===== config.mk =====
export PLATFORM = sky130hd
export DESIGN_NAME = calendar_clock_with_adc_set
export DESIGN_NICKNAME = d
export VERILOG_FILES = /design/src/rtcc_pkg.sv /design/src/rtcc_next.sv /design/src/rtcc_out_stage.sv /design/src/calendar_clock_with_adc_set.sv
export VERILOG_INCLUDE_DIRS = /design/src /design/src/src
export SDC_FILE = /design/constraint.sdc
export NUM_CORES = 1
export LEC_CHECK = 0
export BUFFER_PORTS_ARGS = -buffer_cell sky130_fd_sc_hd__buf_2
export CORE_ASPECT_RATIO = 0.9
export CORE_MARGIN = 5
export CORE_UTILIZATION = 64
export CTS_BUF_LIST = sky130_fd_sc_hd__clkbuf_2
export DETAILED_ROUTE_END_ITERATION = 8
export GPL_ROUTABILITY_DRIVEN = 0
export PLACE_DENSITY = 0.84
export SYNTH_ARGS = -nofsm -noshare
export SYNTH_HDL_FRONTEND = slang
export SYNTH_SLANG_ARGS = --single-unit
export TNS_END_PERCENT = 1

===== constraint.sdc =====
create_clock -name aclk -period 5.7 [get_ports aclk]
set_input_delay 0.57 -clock aclk [delete_from_list [all_inputs] [get_ports aclk]]
set_output_delay 0.57 -clock aclk [all_outputs]
set_load 0.01 [all_outputs]

===== src/assert_macros.svh =====
// assertion macros for the top-level rtl file of the calendar clock
`ifndef ASSERT_MACROS_SVH
`define ASSERT_MACROS_SVH

// same-cycle implication, checked at every rising edge outside reset
`define RTCC_ASSERT_IMP(name, clk, rstn, ante, cons) \
    name: assert property (@(posedge clk) disable iff (!(rstn)) (ante) |-> (cons)) \
        else $error("rtcc assertion failed");

// next-cycle implication, checked at every rising edge outside reset
`define RTCC_ASSERT_NXT(name, clk, rstn, ante, cons) \
    name: assert property (@(posedge clk) disable iff (!(rstn)) (ante) |=> (cons)) \
        else $error("rtcc assertion failed");

`endif


===== src/rtcc_pkg.sv =====
// types and constants of the calendar clock
package rtcc_pkg;

    typedef enum logic [1:0] {
        REQ_TICK   = 2'd0,
        REQ_SELECT = 2'd1,
        REQ_TOGGLE = 2'd2,
        REQ_SAMPLE = 2'd3
    } req_t;

    typedef enum logic [2:0] {
        FIELD_YEAR   = 3'd0,
        FIELD_MONTH  = 3'd1,
        FIELD_DAY    = 3'd2,
        FIELD_HOUR   = 3'd3,
        FIELD_MINUTE = 3'd4,
        FIELD_SECOND = 3'd5,
        FIELD_MILLI  = 3'd6
    } field_t;

    // packed so that year sits in the low bits, as on the result bus
    typedef struct packed {
        logic [2:0]  field;
        logic        running;
        logic [9:0]  milli;
        logic [5:0]  second;
        logic [5:0]  minute;
        logic [4:0]  hour;
        logic [4:0]  day;
        logic [3:0]  month;
        logic [13:0] year;
    } clk_state_t;

    localparam int STATE_W = $bits(clk_state_t);
    localparam int M_DATA_W = ((STATE_W + 7) / 8) * 8;

    localparam logic [13:0] YEAR_BASE = 14'd2026;
    localparam logic [13:0] YEAR_LAST = 14'd9999;
    localparam logic [9:0]  MILLI_LAST = 10'd999;
    localparam logic [5:0]  SIXTY_LAST = 6'd59;
    localparam logic [4:0]  HOUR_LAST = 5'd23;
    localparam logic [3:0]  MONTH_LAST = 4'd12;
    localparam logic [2:0]  FIELD_LAST = 3'd6;

    localparam int YEAR_SPAN = 74;
    localparam int MONTH_SPAN = 12;
    localparam int HOUR_SPAN = 24;
    localparam int SIXTY_SPAN = 60;
    localparam int MILLI_SPAN = 1000;

    // modular inverse of 25 over 14 bits, for the divisible-by-25 test
    localparam logic [13:0] INV25 = 14'd7209;
    localparam logic [13:0] DIV25_MAX = 14'd655;

    localparam clk_state_t RESET_STATE = '{
        field:   3'd0,
        running: 1'b0,
        milli:   10'd0,
        second:  6'd0,
        minute:  6'd0,
        hour:    5'd0,
        day:     5'd1,
        month:   4'd1,
        year:    14'd2026
    };

endpackage


===== src/rtcc_next.sv =====
// next-state logic of the calendar clock for one request
module rtcc_next #(
    parameter int ADC_BITS = 10
) (
    input  rtcc_pkg::clk_state_t cur,
    input  rtcc_pkg::req_t       req,
    input  logic [9:0]           adc,
    output rtcc_pkg::clk_state_t nxt
);

    localparam int UseW = (ADC_BITS < 10) ? ADC_BITS : 10;
    localparam int ProdW = UseW + 10;

    logic [UseW-1:0]  adc_used;
    logic [13:0]      y_mul;
    logic             div25;
    logic             leap;
    logic [4:0]       mlen;
    logic [ProdW-1:0] p_year, p_month, p_hour, p_sixty, p_milli;
    logic [ProdW-1:0] p_d28, p_d29, p_d30, p_d31, p_day;
    logic [9:0]       s_year, s_month, s_day, s_hour, s_sixty, s_milli;

    assign adc_used = adc[UseW-1:0];

    // gregorian leap test; divisibility by 25 through the modular inverse
    assign y_mul = 14'(cur.year * rtcc_pkg::INV25);
    assign div25 = (y_mul <= rtcc_pkg::DIV25_MAX);
    assign leap  = (cur.year[1:0] == 2'd0) && (!div25 || (cur.year[3:0] == 4'd0));

    always_comb begin
        case (cur.month)
            4'd2:                      mlen = leap ? 5'd29 : 5'd28;
            4'd4, 4'd6, 4'd9, 4'd11:   mlen = 5'd30;
            default:                   mlen = 5'd31;
        endcase
    end

    // constant-span products, shift-add only
    assign p_year  = ProdW'(adc_used) * ProdW'(rtcc_pkg::YEAR_SPAN);
    assign p_month = ProdW'(adc_used) * ProdW'(rtcc_pkg::MONTH_SPAN);
    assign p_hour  = ProdW'(adc_used) * ProdW'(rtcc_pkg::HOUR_SPAN);
    assign p_sixty = ProdW'(adc_used) * ProdW'(rtcc_pkg::SIXTY_SPAN);
    assign p_milli = ProdW'(adc_used) * ProdW'(rtcc_pkg::MILLI_SPAN);
    assign p_d28   = ProdW'(adc_used) * ProdW'(28);
    assign p_d29   = ProdW'(adc_used) * ProdW'(29);
    assign p_d30   = ProdW'(adc_used) * ProdW'(30);
    assign p_d31   = ProdW'(adc_used) * ProdW'(31);

    always_comb begin
        case (mlen)
            5'd28:   p_day = p_d28;
            5'd29:   p_day = p_d29;
            5'd30:   p_day = p_d30;
            default: p_day = p_d31;
        endcase
    end

    assign s_year  = 10'(p_year >> ADC_BITS);
    assign s_month = 10'(p_month >> ADC_BITS);
    assign s_day   = 10'(p_day >> ADC_BITS);
    assign s_hour  = 10'(p_hour >> ADC_BITS);
    assign s_sixty = 10'(p_sixty >> ADC_BITS);
    assign s_milli = 10'(p_milli >> ADC_BITS);

    always_comb begin
        nxt = cur;
        case (req)
            rtcc_pkg::REQ_TICK: begin
                if (cur.running) begin
                    if (cur.milli < rtcc_pkg::MILLI_LAST) begin
                        nxt.milli = cur.milli + 10'd1;
                    end else begin
                        nxt.milli = '0;
                        if (cur.second < rtcc_pkg::SIXTY_LAST) begin
                            nxt.second = cur.second + 6'd1;
                        end else begin
                            nxt.second = '0;
                            if (cur.minute < rtcc_pkg::SIXTY_LAST) begin
                                nxt.minute = cur.minute + 6'd1;
                            end else begin
                                nxt.minute = '0;
                                if (cur.hour < rtcc_pkg::HOUR_LAST) begin
                                    nxt.hour = cur.hour + 5'd1;
                                end else begin
                                    nxt.hour = '0;
                                    if (cur.day < mlen) begin
                                        nxt.day = cur.day + 5'd1;
                                    end else begin
                                        nxt.day = 5'd1;
                                        if (cur.month < rtcc_pkg::MONTH_LAST) begin
                                            nxt.month = cur.month + 4'd1;
                                        end else begin
                                            nxt.month = 4'd1;
                                            nxt.year = (cur.year >= rtcc_pkg::YEAR_LAST) ?
                                                14'd0 : cur.year + 14'd1;
                                        end
                                    end
                                end
                            end
                        end
                    end
                end
            end
            rtcc_pkg::REQ_SELECT: begin
                nxt.field = (cur.field >= rtcc_pkg::FIELD_LAST) ? 3'd0 : cur.field + 3'd1;
            end
            rtcc_pkg::REQ_TOGGLE: begin
                nxt.running = !cur.running;
            end
            rtcc_pkg::REQ_SAMPLE: begin
                if (!cur.running) begin
                    case (cur.field)
                        rtcc_pkg::FIELD_YEAR:   nxt.year = 14'(s_year) + rtcc_pkg::YEAR_BASE;
                        rtcc_pkg::FIELD_MONTH:  nxt.month = 4'(s_month) + 4'd1;
                        rtcc_pkg::FIELD_DAY:    nxt.day = 5'(s_day) + 5'd1;
                        rtcc_pkg::FIELD_HOUR:   nxt.hour = 5'(s_hour);
                        rtcc_pkg::FIELD_MINUTE: nxt.minute = 6'(s_sixty);
                        rtcc_pkg::FIELD_SECOND: nxt.second = 6'(s_sixty);
                        rtcc_pkg::FIELD_MILLI:  nxt.milli = s_milli;
                        default:                nxt = cur;
                    endcase
                end
            end
            default: nxt = cur;
        endcase
    end

endmodule


===== src/rtcc_out_stage.sv =====
// result register of the calendar clock with its stream handshake
module rtcc_out_stage (
    input  logic                            aclk,
    input  logic                            aresetn,
    input  logic                            load,
    input  rtcc_pkg::clk_state_t            result,
    output logic                            free,
    output logic                            m_tvalid,
    input  logic                            m_tready,
    output logic [rtcc_pkg::M_DATA_W-1:0]   m_tdata
);

    logic                 valid_reg;
    rtcc_pkg::clk_state_t data_reg;

    assign free = !valid_reg || m_tready;

    always_ff @(posedge aclk) begin
        if (!aresetn) begin
            valid_reg <= 1'b0;
        end else if (load) begin
            valid_reg <= 1'b1;
        end else if (m_tready) begin
            valid_reg <= 1'b0;
        end
    end

    always_ff @(posedge aclk) begin
        if (load) begin
            data_reg <= result;
        end
    end

    assign m_tvalid = valid_reg;
    assign m_tdata  = rtcc_pkg::M_DATA_W'(data_reg);

endmodule


===== src/calendar_clock_with_adc_set.sv =====
// top level of the millisecond calendar clock with potentiometer setting
//
// Millisecond calendar clock with Gregorian leap years. Each request on the
// s_ stream is one of: a one-millisecond tick (advances the time with carries
// through second, minute, hour, day, month and year while running; the year
// wraps from 9999 to 0), select (moves the edited field 0 year .. 6 milli,
// cyclic), toggle (starts or stops the clock) or sample (while stopped, sets
// the edited field to floor(adc * span / 2^ADC_BITS) + base; the day span is
// the current month length). Every request gives exactly one result on the
// m_ stream: the full time and status after that request. A request passes
// an input register, then the next-state logic into the clock state and the
// result register, so throughput is one request per cycle while the result
// side does not stall; m_tvalid is set when the request moves from the
// input register into the result register. While a result waits
// on m_tready, one more request is taken into the input register.
`include "assert_macros.svh"

module calendar_clock_with_adc_set #(
    parameter int ADC_BITS = 10
) (
    input  logic                            aclk,
    input  logic                            aresetn,
    // request channel
    input  logic                            s_tvalid,
    output logic                            s_tready,
    input  logic [15:0]                     s_tdata,   // [9:0] adc_value, rest zero
    input  logic [1:0]                      s_tuser,   // [1:0] req_type
    // result channel
    output logic                            m_tvalid,
    input  logic                            m_tready,
    // [13:0] year_out, [17:14] month_out, [22:18] day_out, [27:23] hour_out,
    // [33:28] minute_out, [39:34] second_out, [49:40] milli_out,
    // [50] running, [53:51] edit_field, [55:54] zero
    output logic [rtcc_pkg::M_DATA_W-1:0]   m_tdata
);

    // input register
    logic                 in_valid_reg;
    rtcc_pkg::req_t       in_req_reg;
    logic [9:0]           in_adc_reg;

    // clock state
    rtcc_pkg::clk_state_t state_reg;
    rtcc_pkg::clk_state_t state_next;

    logic                 out_free;
    logic                 advance;
    logic                 s_fire;

    // terms for the checks at the end
    logic                 milli_wrap_tick;
    logic                 month_legal;

    // a buffered request moves on whenever the result register can take it
    assign advance  = in_valid_reg && out_free;
    assign s_tready = !in_valid_reg || out_free;
    assign s_fire   = s_tvalid && s_tready;

    always_ff @(posedge aclk) begin
        if (!aresetn) begin
            in_valid_reg <= 1'b0;
        end else if (s_fire) begin
            in_valid_reg <= 1'b1;
        end else if (advance) begin
            in_valid_reg <= 1'b0;
        end
    end

    // payload of the input register, no reset needed
    always_ff @(posedge aclk) begin
        if (s_fire) begin
            in_req_reg <= rtcc_pkg::req_t'(s_tuser);
            in_adc_reg <= s_tdata[9:0];
        end
    end

    // all the per-request work: tick carries, select, toggle, sample scaling
    rtcc_next #(
        .ADC_BITS(ADC_BITS)
    ) u_next (
        .cur(state_reg),
        .req(in_req_reg),
        .adc(in_adc_reg),
        .nxt(state_next)
    );

    // clock state commits together with the result register
    always_ff @(posedge aclk) begin
        if (!aresetn) begin
            state_reg <= rtcc_pkg::RESET_STATE;
        end else if (advance) begin
            state_reg <= state_next;
        end
    end

    rtcc_out_stage u_out (
        .aclk(aclk),
        .aresetn(aresetn),
        .load(advance),
        .result(state_next),
        .free(out_free),
        .m_tvalid(m_tvalid),
        .m_tready(m_tready),
        .m_tdata(m_tdata)
    );

    assign milli_wrap_tick = advance && (in_req_reg == rtcc_pkg::REQ_TICK) &&
                             state_reg.running && (state_reg.milli == rtcc_pkg::MILLI_LAST);
    assign month_legal = (state_reg.month >= 4'd1) &&
                         (state_reg.month <= rtcc_pkg::MONTH_LAST);

    // a buffered request is never dropped while the result side stalls
    `RTCC_ASSERT_NXT(a_hold_request, aclk, aresetn, in_valid_reg && !out_free, in_valid_reg)

    // the clock state only changes when a request is committed
    `RTCC_ASSERT_NXT(a_state_quiet, aclk, aresetn, !advance, $stable(state_reg))

    // month stays within January..December
    `RTCC_ASSERT_IMP(a_month_range, aclk, aresetn, 1'b1, month_legal)

    // a running tick at the last millisecond wraps the milliseconds to zero
    `RTCC_ASSERT_NXT(a_milli_carry, aclk, aresetn, milli_wrap_tick, state_reg.milli == 10'd0)

endmodule


# Word-level counts from Yosys, hierarchy flattened
# Index checks and enable logic that the tools add are counted.
[totals] reg_bits=122
[classes] add_sub_neg=11 n_mul=10 n_lt_le_gt_ge=9 eq_ne=17 muxes=33 reduce_logical=17
[ops] cell="50-bit case mux with 2 select lines" count=1
[ops] cell="51-bit 2-to-1 mux" count=1
[ops] cell="50-bit 2-to-1 mux" count=1
[ops] cell="15-bit case mux with 3 select lines" count=1
[ops] cell="14-bit 2-to-1 mux" count=3
[ops] cell="40-bit 2-to-1 mux" count=1
[ops] cell="34-bit 2-to-1 mux" count=1
[ops] cell="10-bit by 5-bit multiplier with 15-bit output (second input constant)" count=2
[ops] cell="10-bit by 4-bit multiplier with 14-bit output (second input constant)" count=2
[ops] cell="28-bit 2-to-1 mux" count=1
[ops] cell="10-bit by 2-bit multiplier with 12-bit output (second input constant)" count=2
[ops] cell="6-bit 2-to-1 mux" count=4
[ops] cell="23-bit 2-to-1 mux" count=1
[ops] cell="10-bit 2-to-1 mux" count=2
[ops] cell="5-bit 2-to-1 mux" count=4
[ops] cell="18-bit 2-to-1 mux" count=1
[ops] cell="10-bit by 7-bit multiplier with 17-bit output (second input constant)" count=1
[ops] cell="10-bit by 6-bit multiplier with 16-bit output (second input constant)" count=1
[ops] cell="5-bit by 1-bit adder with 5-bit output (second input constant)" count=3
[ops] cell="5-bit == test (second input constant)" count=3
[ops] cell="14-bit by 1-bit adder with 14-bit output (second input constant)" count=1
[ops] cell="14-bit >= comparator (second input constant)" count=1
[ops] cell="14-bit by 10-bit less-or-equal comparator with 1-bit output (second input constant)" count=1
[ops] cell="14-bit by 13-bit multiplier with 14-bit output (second input constant)" count=1
[ops] cell="other kinds (34)" count=57

# Longest topological paths before layout
[logic_depth] depth_word=15 mapped_depth=20 mapped_depth_nobuf=20

# Hierarchy
# From an unflattened synthesis, not the netlist that was laid out.
[unflattened] cells_unflattened=1409 area_unflattened_um2=12773.5
[by_module_without_submodules] module="rtcc_next" instances=1 cells_each=1085 area_per_inst_um2=8374.3 seq_area_each_um2=0.0
[by_module_without_submodules] module="calendar_clock_with_adc_set" instances=1 cells_each=263 area_per_inst_um2=2710.1 seq_area_each_um2=1461.4
[by_module_without_submodules] module="rtcc_out_stage" instances=1 cells_each=61 area_per_inst_um2=1689.1 seq_area_each_um2=1641.6

# Worst setup path before layout
# Ideal clock, no wire load.
[synth_path] path_kind="flip-flop to flip-flop" start="reg state_reg[2] (netlist name)" end="reg u_out.data_reg (netlist bit u_out.m_tdata[19]) (data pin)" arrival_time_ps=4853 t_required_ps=5446 setup_slack_ps=594 stages_incl_launch_ff=21 path_buffers=0 cell_sequence="dfxtp_1 > fa_1 > ha_1 > ha_1 > inv_1 > fa_1 > fa_1 > inv_1 > ha_1 > and3b_1 > a211oi_1 > nor3_1 > nand4_1 > o21ai_2 > or4b_1 > o31ai_1 > ha_1 > nand3_1 > nand3_1 > a21oi_1 > nor2_1"
[synth_lines] item="start: declaration" line_no="calendar_clock_with_adc_set.sv:43" source="rtcc_pkg::clk_state_t state_reg;"
[synth_lines] item="start signal: assignment" line_no="calendar_clock_with_adc_set.sv:90" source="state_reg <= rtcc_pkg::RESET_STATE;"
[synth_lines] item="start signal: assignment" line_no="calendar_clock_with_adc_set.sv:92" source="state_reg <= state_next;"
[synth_lines] item="end signal: assignment" line_no="rtcc_out_stage.sv:30" source="data_reg <= result;"
[synth_lines] item="end: declaration" line_no="rtcc_out_stage.sv:14" source="rtcc_pkg::clk_state_t data_reg;"

==> out/metrics.yaml <==
worst_setup_path:
  cp-end-kind: "flip-flop"
  crit_chain: "fa_1, ha_1, ha_1, inv_1, fa_1, fa_1, inv_1, ha_1, and3b_1, a211oi_1, nor3_1, nand4_1, buf_4, o21ai_4, or4b_1, o31ai_1, ha_1, nand3_1, nand3_1, a21oi_2, nor2_1"
  crit_required_ns: 6.20
  worstPathArrival_ns: 5.90
  max_stage_delay_ns: 0.55
  crit_slowest_cell: "fa_1"
  path_max_fanout: 6
  critPathKind: "reg2reg"
  crit_top_cell: "ha_1"
  cp-start-kind: "flip-flop"
final_layout:
  nFillCells: 1486
  drive_gt1_share_pct: 10.9
  utilization_pct: 70.6
  final_nets: 1745
  syn2layout_area_growth_pct: 8.73
detailed_routing:
  wirelength_um: 32100
  drt_first_pass_iters: 6
  ant_nets: 0
  via_count: 11157
  drc: 0
  wl_per_cell_um: 18.4
  dr.first_iter.drc_count: 994
  via_per_inst: 6.38
die:
  dieArea_mm2: 0.0223
  fp.dieH_um: 142
  initial_core_util_pct: 64.9
  core_area_mm2: 0.0192
  rows: 48
  die_w_um: 157
  io_pins: 80
cts:
  htree_num_levels: 4
  cts_tree: "yes"
  clock_latency_ns: 0.73
  cts_made_buffers: 17
  clock_sinks: 122
  clock_path_buffers: 2
  cts_root_buf: "clkbuf_2"
  clk_pin_slew_worst_paths_ns: 0.20
power_and_ir_drop:
  ir_drop_mv: 0.270
  p_per_area_mw_per_mm2: 284
  p_leak_nw: 5.93
logic_synthesis:
  synth_fa_ha_area_share_pct: 28.5
  ys_seq_area_share_pct: 25.0
  ys.flop_type: "edfxtp_1"
  syn-mean-instance-area_um2: 8.86
  netlist_instances: 1403
  synth.area.mux_share_pct: 1.57
  synth_compound_area_share_pct: 18.9
  synth_seq_cells: 122
  ys_types: 84
  postSynth.asyncResetShare_pct: 0
  synth-edff-count: 66
  synth_top_family_by_area: "adder cells"
  ys_warn_count: 0
  synth-simple-area-share_pct: 15.2
  synth_xor_area_share_pct: 4.36
  synth_area_mm2: 0.0124
global_route:
  gr-total-overflow: 0
  antenna_found_initial: 1
  grt_usage_pct: 29.1
  grt_pass1_wl_um: 52800
  grt_max_degree: 60
  grt_pass1_vias: 10882
timing:
  worst_pin_slew_ns: 0.909
  fmax_mhz: 185
  hold_viol: 0
  fin_worst_skew_ns: 0.0361
  rsz0062_at_grt: "yes"
  final_max_slew_viol_count: 0
  fin_crit_sh_pct: 94.8
  setup_viol: 0
  min_period_ns: 5.40
  slew-limit-headroom_pct: 39.4
  final.setup.tns_ns: 0
run:
  maxCapViolCount: 0
placed_design:
  port_buffers: 71
  dpl.hpwl_um: 24200
min_path:
  hp-class: "in2reg"
outcome:
  status: "complete, no violations"
-- final timing paths --
check	from	to	slack [ns]	cells past startpoint
min	s_tvalid	in_valid_reg	0.08	3
max reg2reg	state_reg[0]	u_out.m_tdata[19]	0.30	21
min reg2reg	state_reg[35]	state_reg[35]	0.55	2
max	state_reg[0]	u_out.m_tdata[19]	0.30	21
-- metal layers --
layer | track usage (%) | routed length, um | vias up | share of wire (%)
li1 | - | - | 5148 | -
met1 | 38.8 | 13100 | 5242 | 41
met2 | 46.9 | 14600 | 637 | 46
met3 | 5.50 | 3040 | 130 | 9.5
met4 | 12.3 | 1390 | 0 | 4.3
met5 | 0 | 0 | - | 0
-- synthesized netlist by cell type, drive strengths merged, types with 9 or more instances --
cell / number / area (um^2)
ha: 163 / 2040
inv: 150 / 563
nand2: 135 / 507
o21ai: 107 / 539
nor2: 101 / 379
fa: 74 / 1480
a21oi: 70 / 350
edfxtp: 66 / 1980
dfxtp: 56 / 1120
clkbuf: 49 / 184
nand3: 46 / 243
xnor2: 38 / 355
nor3: 25 / 136
o211ai: 19 / 143
xor2: 16 / 140
a31oi: 15 / 93.8
mux2i: 15 / 150
nor3b: 15 / 113
a21boi: 14 / 105
and3: 13 / 81.3
a21o: 12 / 90.1
nand4: 11 / 68.8
o31ai: 11 / 82.6
a211oi: 10 / 75.1
nand2b: 10 / 62.6
and2: 9 / 56.3
o22ai: 9 / 56.3
-- power by group --
part	internal, W	switching, W
logic	0.000943	0.00132
registers	0.000982	0.0000468
clock network	0.000166	0.000380
-- cell usage in the layout (no fill, tap or decap), types with 13 or more instances in the layout --
cell type,instances
edfxtp_1,66
inv_1,149
nor3_1,24
buf_2,71
ha_1,163
xnor2_1,35
clkbuf_2,17
dfxtp_1,56
a31oi_1,15
and3_1,13
nand3_1,45
o211ai_1,19
nand2_1,135
fa_1,74
o21ai_0,104
nor3b_1,15
buf_4,37
mux2i_1,15
a21oi_1,69
xor2_1,16
nor2_1,101
-- cell families (layout without fill, tap and decap cells) --
| family | Yosys count | after routing |
|---|---|---|
| other | 1 | 3 |
| AO/OA/AOI/OAI | 358 | 358 |
| multiplexers | 19 | 19 |
| flip-flops | 122 | 122 |
| XOR/XNOR | 56 | 56 |
| adder cells (fa/ha/maj) | 239 | 239 |
| AND/OR/NAND/NOR | 400 | 400 |
| buffers and inverters | 208 | 303 |
-- metrics by stage --
step | setup slack (ns) | area [um^2] | hold WS (ns) | total power, W | std cells
after CTS | 0.171 | 13500 | 0.0358 | 0.00379 | 1746
final | 0.297 | 13500 | 0.0816 | 0.00384 | 1750
after floorplan | 0.594 | 12400 | 0.470 | 0.00266 | 1404
after global routing | -0.0284 | 13500 | 0.0600 | 0.00415 | 1750
after detailed placement | 0.197 | 13100 | 0.520 | 0.00323 | 1702
after global placement | 0.288 | 13100 | 0.505 | 0.00314 | 1702
-- critical path: cells and delay by family (launching register included) --
kind,cells,cell delay [ns]
adder cells (fa/ha/maj),7,2.76
buffers and inverters,3,0.25
AO/OA/AOI/OAI,4,0.66
AND/OR/NAND/NOR,7,1.13
flip-flops,1,0.37
-- cell type report --
class | count | area (um^2) | area share, %
clock inverter | 15 | 144 | 1.06
inverter | 151 | 568 | 4.20
multi-input combinational | 1074 | 8550 | 63.2
tap | 250 | 313 | 2.31
clock buffer | 17 | 85.1 | 0.629
antenna | 1 | 2.50 | 0.0185
sequential | 122 | 3100 | 23.0
timing repair buffer | 120 | 753 | 5.57
-- what timing repair did --
item | CTS | global route
hold buffers | 12 | 0
endpoints found under the setup margin | 0 | 18
gates resized for setup | 0 | 3
hold endpoints to repair | 12 | 0
setup buffers | 0 | 3
Power figures use the tool's default switching activity.
